**src/hdl/fsnc_pkg.sv**
```systemverilog
`timescale 1ns / 1ps
`default_nettype none

package fsnc_pkg;

  localparam int unsigned BASE_LEN = 8;
  localparam int unsigned NAME_LEN = 11;
  localparam int unsigned EXT_LEN  = NAME_LEN - BASE_LEN;

  localparam logic [7:0] CH_NUL   = 8'h00;
  localparam logic [7:0] CH_SPACE = 8'h20;
  localparam logic [7:0] CH_BANG  = 8'h21;
  localparam logic [7:0] CH_HASH  = 8'h23;
  localparam logic [7:0] CH_RPAR  = 8'h29;
  localparam logic [7:0] CH_DASH  = 8'h2D;
  localparam logic [7:0] CH_DOT   = 8'h2E;
  localparam logic [7:0] CH_0     = 8'h30;
  localparam logic [7:0] CH_9     = 8'h39;
  localparam logic [7:0] CH_AT    = 8'h40;
  localparam logic [7:0] CH_UA    = 8'h41;
  localparam logic [7:0] CH_UZ    = 8'h5A;
  localparam logic [7:0] CH_CARET = 8'h5E;
  localparam logic [7:0] CH_UNDER = 8'h5F;
  localparam logic [7:0] CH_LA    = 8'h61;
  localparam logic [7:0] CH_LZ    = 8'h7A;
  localparam logic [7:0] HI_LO1   = 8'd128;
  localparam logic [7:0] HI_HI1   = 8'd228;
  localparam logic [7:0] HI_LO2   = 8'd230;
  localparam logic [7:0] CASE_BIT = 8'h20;

  localparam logic [3:0] BASE_FULL = 4'(BASE_LEN);
  localparam logic [3:0] EXT_FULL  = 4'(EXT_LEN);
  localparam logic [3:0] EXT_OFS   = 4'(BASE_LEN);

  typedef enum logic [1:0] {
    PH_BASE = 2'd0,
    PH_EXT  = 2'd1,
    PH_REJ  = 2'd2
  } phase_t;

  // byte classification handed from the classifier to the core
  typedef struct packed {
    logic       is_zero;
    logic       is_dot;
    logic       is_lower;
    logic       is_legal;
    logic [7:0] upper;
  } byte_class_t;

endpackage

`default_nettype wire

```
**src/hdl/fsnc_classify.sv**
```systemverilog
`timescale 1ns / 1ps
`default_nettype none

module fsnc_classify (
  input  wire logic [7:0]          byte_i,
  output fsnc_pkg::byte_class_t    cls_o
);
  import fsnc_pkg::*;

  logic lower;

  assign lower = (byte_i >= CH_LA) && (byte_i <= CH_LZ);

  always_comb begin
    cls_o.is_zero  = (byte_i == CH_NUL);
    cls_o.is_dot   = (byte_i == CH_DOT);
    cls_o.is_lower = lower;
    // 229 is the deleted-entry marker and stays out
    cls_o.is_legal = ((byte_i >= CH_UA) && (byte_i <= CH_UZ)) ||
                     ((byte_i >= CH_0) && (byte_i <= CH_9)) ||
                     ((byte_i >= CH_HASH) && (byte_i <= CH_RPAR)) ||
                     ((byte_i >= HI_LO1) && (byte_i <= HI_HI1)) ||
                     (byte_i >= HI_LO2) ||
                     (byte_i == CH_SPACE) || (byte_i == CH_BANG) ||
                     (byte_i == CH_DASH) || (byte_i == CH_AT) ||
                     (byte_i == CH_CARET) || (byte_i == CH_UNDER);
    cls_o.upper    = lower ? (byte_i & ~CASE_BIT) : byte_i;
  end

endmodule

`default_nettype wire

```
**src/hdl/fsnc_core.sv**
```systemverilog
`timescale 1ns / 1ps
`default_nettype none

module fsnc_core (
  input  wire logic                  clk,
  input  wire logic                  rst_n,
  input  wire logic                  en_i,
  input  wire fsnc_pkg::byte_class_t cls_i,
  output logic                       emit_o,
  output logic [63:0]                base_o,
  output logic [23:0]                ext_o,
  output logic                       ok_o
);
  import fsnc_pkg::*;

  phase_t     phase_r, phase_nxt;
  logic [3:0] pos_r, pos_nxt;
  logic [7:0] buf_r [NAME_LEN];
  logic       wr_en;
  logic [3:0] wr_addr;
  logic       clear;
  logic       active;
  logic       full;

  assign active = (phase_r == PH_BASE) || (phase_r == PH_EXT);
  assign full   = (phase_r == PH_BASE) ? (pos_r >= BASE_FULL) : (pos_r >= EXT_FULL);

  // next state
  always_comb begin
    phase_nxt = phase_r;
    pos_nxt   = pos_r;
    if (en_i) begin
      priority if (cls_i.is_zero) begin
        phase_nxt = PH_BASE;
        pos_nxt   = '0;
      end else if (!active) begin
        phase_nxt = phase_r;
      end else if (full) begin
        phase_nxt = (phase_r == PH_BASE && cls_i.is_dot) ? PH_EXT : PH_REJ;
        pos_nxt   = '0;
      end else if (cls_i.is_lower) begin
        pos_nxt = pos_r + 4'd1;
      end else if (cls_i.is_dot && phase_r == PH_BASE) begin
        phase_nxt = PH_EXT;
        pos_nxt   = '0;
      end else if (!cls_i.is_legal) begin
        phase_nxt = PH_REJ;
        pos_nxt   = '0;
      end else begin
        pos_nxt = pos_r + 4'd1;
      end
    end
  end

  // outputs: buffer write and result
  always_comb begin
    clear   = en_i && cls_i.is_zero;
    wr_en   = en_i && !cls_i.is_zero && active && !full &&
              (cls_i.is_lower || cls_i.is_legal) &&
              !(cls_i.is_dot && phase_r == PH_BASE);
    wr_addr = (phase_r == PH_EXT) ? (pos_r + EXT_OFS) : pos_r;
    emit_o  = clear;
    ok_o    = active;
    for (int i = 0; i < int'(BASE_LEN); i++) begin
      base_o[63-8*i -: 8] = active ? buf_r[i] : 8'h00;
    end
    for (int i = 0; i < int'(EXT_LEN); i++) begin
      ext_o[23-8*i -: 8] = active ? buf_r[int'(BASE_LEN) + i] : 8'h00;
    end
  end

  always_ff @(posedge clk) begin
    if (!rst_n) begin
      phase_r <= PH_BASE;
      pos_r   <= '0;
      for (int i = 0; i < int'(NAME_LEN); i++) buf_r[i] <= CH_SPACE;
    end else begin
      phase_r <= phase_nxt;
      pos_r   <= pos_nxt;
      if (clear) begin
        for (int i = 0; i < int'(NAME_LEN); i++) buf_r[i] <= CH_SPACE;
      end else if (wr_en) begin
        buf_r[wr_addr] <= cls_i.upper;
      end
    end
  end

endmodule

`default_nettype wire

```
**src/hdl/fat_short_name_converter_top.sv**
```systemverilog
`timescale 1ns / 1ps
`default_nettype none

// Channel  Direction  Ports                                   Word
// in       input      in_valid, in_stall, in_name_byte         one name byte, 0 ends the name
// out      output     out_valid, out_stall, out_base_part,     one 8.3 name per terminating 0
//                     out_ext_part, out_name_ok
//
// One byte is taken every cycle while in_stall is low; a terminating 0 byte
// reaches the output through the input register, then the result register.
// Reset (rst_n low, synchronous) empties both registers, sets the base
// phase and fills the name buffer with spaces.
// A stalled result holds its register; only a 0 byte that would need that
// register stalls the input, other bytes keep flowing.

module fat_short_name_converter_top (
  input  wire logic        clk,
  input  wire logic        rst_n,
  input  wire logic        in_valid,
  output logic             in_stall,
  input  wire logic [7:0]  in_name_byte,
  output logic             out_valid,
  input  wire logic        out_stall,
  output logic [63:0]      out_base_part,
  output logic [23:0]      out_ext_part,
  output logic             out_name_ok
);
  import fsnc_pkg::*;

  // input register
  logic        s1_valid_r;
  logic [7:0]  s1_byte_r;

  // result register
  logic        out_valid_r;
  logic [63:0] base_r;
  logic [23:0] ext_r;
  logic        ok_r;

  byte_class_t cls;
  logic        out_free;
  logic        s1_go;
  logic        emit;
  logic [63:0] base_w;
  logic [23:0] ext_w;
  logic        ok_w;

  assign out_free = !out_valid_r || !out_stall;
  // only a terminating byte waits for the result register
  assign s1_go    = s1_valid_r && (!cls.is_zero || out_free);
  assign in_stall = s1_valid_r && !s1_go;

  fsnc_classify u_classify (
    .byte_i (s1_byte_r),
    .cls_o  (cls)
  );

  fsnc_core u_core (
    .clk    (clk),
    .rst_n  (rst_n),
    .en_i   (s1_go),
    .cls_i  (cls),
    .emit_o (emit),
    .base_o (base_w),
    .ext_o  (ext_w),
    .ok_o   (ok_w)
  );

  always_ff @(posedge clk) begin
    if (!rst_n) begin
      s1_valid_r <= 1'b0;
    end else if (!in_stall) begin
      s1_valid_r <= in_valid;
    end
  end

  always_ff @(posedge clk) begin
    if (!in_stall && in_valid) s1_byte_r <= in_name_byte;
  end

  always_ff @(posedge clk) begin
    if (!rst_n) begin
      out_valid_r <= 1'b0;
    end else if (out_free) begin
      out_valid_r <= emit;
    end
  end

  always_ff @(posedge clk) begin
    if (out_free && emit) begin
      base_r <= base_w;
      ext_r  <= ext_w;
      ok_r   <= ok_w;
    end
  end

  assign out_valid     = out_valid_r;
  assign out_base_part = base_r;
  assign out_ext_part  = ext_r;
  assign out_name_ok   = ok_r;

endmodule

`default_nettype wire

```
**config.mk**
```make
export PLATFORM = sky130hd
export DESIGN_NAME = fat_short_name_converter_top
export DESIGN_NICKNAME = d
export VERILOG_FILES = /design/src/hdl/fsnc_pkg.sv /design/src/hdl/fsnc_classify.sv /design/src/hdl/fsnc_core.sv /design/src/hdl/fat_short_name_converter_top.sv
export SDC_FILE = /design/constraint.sdc
export NUM_CORES = 1
export LEC_CHECK = 0
export BUFFER_PORTS_ARGS = -buffer_cell sky130_fd_sc_hd__buf_4
export CELL_PAD_IN_SITES_DETAIL_PLACEMENT = 0
export CELL_PAD_IN_SITES_GLOBAL_PLACEMENT = 1
export CORE_MARGIN = 8
export CORE_UTILIZATION = 51
export CTS_CLUSTER_DIAMETER = 200
export DETAILED_ROUTE_END_ITERATION = 10
export GPL_TIMING_DRIVEN = 0
export PLACE_DENSITY_LB_ADDON = 0.1
export SKIP_CTS_REPAIR_TIMING = 1
export SYNTH_ARGS = -nofsm -noshare
export SYNTH_HDL_FRONTEND = slang
export SYNTH_SLANG_ARGS = --single-unit
```
**constraint.sdc**
```tcl
create_clock -name clk -period 16.5 [get_ports clk]
set_input_delay 1.65 -clock clk [delete_from_list [all_inputs] [get_ports clk]]
set_output_delay 1.65 -clock clk [all_outputs]
set_load 0.01 [all_outputs]
```
==> results.py <==
metrics = {
    "outcome": {
        "status": "finished clean",
    },
    "floorplan": {
        "die-height_um": 141,
        "die-area_sq_um": 19900,
        "core_region_area_sq_um": 15300,
        "start_util_pct": 52.4,
        "io_pins": 103,
        "row_count": 45,
        "die-width_um": 141,
    },
    "setup_path": {
        "crit_start": "rst_n",
        "cp-end-kind": "flip-flop",
        "r2r_setup_slack_ns": 12.73,
        "crit_arrival_ns": 4.16,
        "path_class": "input port to flip-flop",
        "crit_slowest_cell": "o31ai_1",
        "cp_top_family": "compound AO/OA/AOI/OAI gates",
        "crit_required_ns": 16.54,
        "crit_cells": 9,
        "path_cells": "buf_4, inv_1, nor3_1, nand2_1, clkbuf_1, a21o_1, buf_2, buf_2, o31ai_1",
        "cpPeakStageDelay_ns": 1.08,
        "critPathMaxFanout": 10,
        "r2r_end": "u_core.buf_r[1][5]",
        "timing.rr.start": "s1_byte_r[1]",
        "endpoint": "u_core.buf_r[1][5]",
        "rr_worst_depth": 7,
        "crit_path_frequent_cell": "buf_2",
        "cp_num_buf_inv": 5,
        "start_kind": "input port",
    },
    "finish": {
        "final_area_sq_um": 9660,
        "nets": 722,
        "num_antenna_cells": 0,
        "drive_gt1_share_pct": 22.3,
        "seqCellArea_sq_um": 5720,
        "final_cells": 930,
        "final.fill_count": 1145,
        "multi_input_area_sq_um": 2090,
        "areaGrowthSynthToFinish_pct": 20.9,
    },
    "global_routing": {
        "grt_use_total_pct": 19.1,
        "grt_pass1_vias": 5045,
        "grt_max_degree": 36,
        "overflow": 0,
        "grt_pass1_wl_um": 28800,
        "antenna_found_initial": 0,
    },
    "sta": {
        "rsz0062_at_grt": "false",
        "skew_ns": 0.00783,
        "finalCritPeriodShare_pct": 25.0,
        "setup_violations": 0,
        "fmax_mhz": 242,
        "timing.hold.ws_ns": 0.526,
        "hold_violations": 0,
        "worst_slew_pin_slew_ns": 1.30,
        "slew_viol_final": 0,
        "setup_tns_ns": 0,
        "period_minus_slack_ns": 4.12,
        "relSlewSlack_pct": 12.7,
    },
    "clock_tree": {
        "cts_sinks": 193,
        "clkTransAtPathRegs_ns": 0.07,
        "cts_tree": "yes",
        "cts.path.max_buffers": 2,
        "htreeDepth": 4,
        "cts_buffers": 17,
        "clk_latency_ns": 0.43,
        "clock-root-buffer": "clkbuf_16",
    },
    "detailed_routing": {
        "drt_drc_violations_left": 0,
        "routed_wl_um": 18700,
        "wl_per_cell_um": 20.1,
        "vias": 5054,
        "ant_nets": 0,
        "drt_iter0_drc": 370,
        "avgViaCountPerCell": 5.43,
        "firstDrtPassIters": 5,
    },
    "logic_synthesis": {
        "ys_warn_count": 0,
        "yosys.area.top_type": "edfxtp_1",
        "synthesis.nets": 598,
        "synthCells": 582,
        "async_flop_share_pct": 0,
        "netlist.area_leader.share_pct": 69.5,
        "ys_ff_latch": 193,
        "synth_cell_type_count": 46,
        "synth_most_common_cell": "edfxtp_1",
        "synth_top_flop_cell": "edfxtp_1",
        "ys_top_cells_by_area": "edfxtp_1 (70%), nor2b_1 (7.0%), nor4_1 (2.1%), dfxtp_1 (2.0%), and2_1 (1.9%)",
        "yosysSeqAreaShare_pct": 71.5,
        "synth_edf_count": 185,
        "netlist_top_cells_count": "edfxtp_1 (185), nor2b_1 (90), clkbuf_1 (34), nand2_1 (34)",
        "avgSynthCellArea_sq_um": 13.7,
        "syn-cell-area_sq_um": 7990,
    },
    "job": {
        "drv_cap": 0,
    },
    "placed_design": {
        "hpwlAfterDp_um": 13100,
        "placedCellCount": 897,
        "io_buffer_count": 102,
        "dpl_cell_area_sq_um": 9090,
        "gp_congestion": 0.861,
    },
    "power": {
        "p_total_uw": 992,
        "power_density_nw_per_um2": 103,
        "p_leak_nw": 3.42,
        "peakVddDrop_uv": 72.5,
    },
    "hold_path": {
        "hold_path_class": "flip-flop to flip-flop",
    },
}
==> cells in the final DEF (no fill, tap or decap), types with 7 or more instances in the layout <==
cell type,netlist,routed
buf_4,1,103
nor2b_1,90,90
nand2b_1,7,7
nor2_1,27,27
nand3_1,18,18
nand2_1,34,34
nor3_1,13,13
dfxtp_1,8,8
inv_1,10,10
nor4_1,27,27
and2_1,24,24
clkbuf_16,0,17
buf_2,11,12
edfxtp_1,185,185
clkbuf_1,34,34
or4_1,19,19
==> cell families after synthesis <==
family,synth area share (%)
buf+inv,2.90
xor+xnor,0.329
fa+ha+maj,0.626
flops,71.5
mux,0.125
simple gates,20.8
compound gates,3.68
==> area by class of cell <==
cell class              instances  area share, %
clock buffers                  17           4.40
inverters                      10          0.388
repair buffers                105           8.39
clock inverters                15           1.31
plain buffers                  47           2.01
multi-input cells             332           21.6
well taps                     211           2.73
flip-flops and latches        193           59.1
==> registers in the layout (all words and copies together), names as in the netlist <==
signal / flops
u_core.buf_r: 88
out_base_part: 64
out_ext_part: 24
s1_byte_r: 8
u_core.pos_r: 4
u_core.phase_r: 2
out_name_ok: 1
out_valid: 1
s1_valid_r: 1
==> routing by layer <==
layer	routed length, um	up-vias	GRT usage, %
met5	0	-	0
met4	310	0	7.30
met3	1370	21	4.25
met2	8710	203	30.3
met1	8330	2435	25.3
li1	-	2395	-
==> power by group <==
part	switching [mW]	total, mW	internal [mW]
Sequential	0.00409	0.549	0.545
Combinational	0.0437	0.0605	0.0169
Clock	0.185	0.383	0.197
==> worst min path at each step <==
stage,from,endpoint,depth (start not counted)
floorplan,u_core.pos_r[1],u_core.pos_r[1],2
global placement,u_core.pos_r[1],u_core.pos_r[1],2
detailed placement,u_core.buf_r[7][1],out_base_part[1],1
CTS,u_core.buf_r[7][1],out_base_part[1],1
global route,u_core.buf_r[5][3],out_base_part[19],1
finish,u_core.buf_r[7][1],out_base_part[1],1
==> per-stage QoR <==
stage,utilization [%],setup WS (ns)
3_3_place_gp,59.1,8.36
3_5_place_dp,59.6,11.81
4_1_cts,63.2,12.27
2_1_floorplan,-,9.92
5_1_grt,63.3,12.19
6_report,63.3,12.38
No activity file was read; power rests on OpenSTA's default activity.
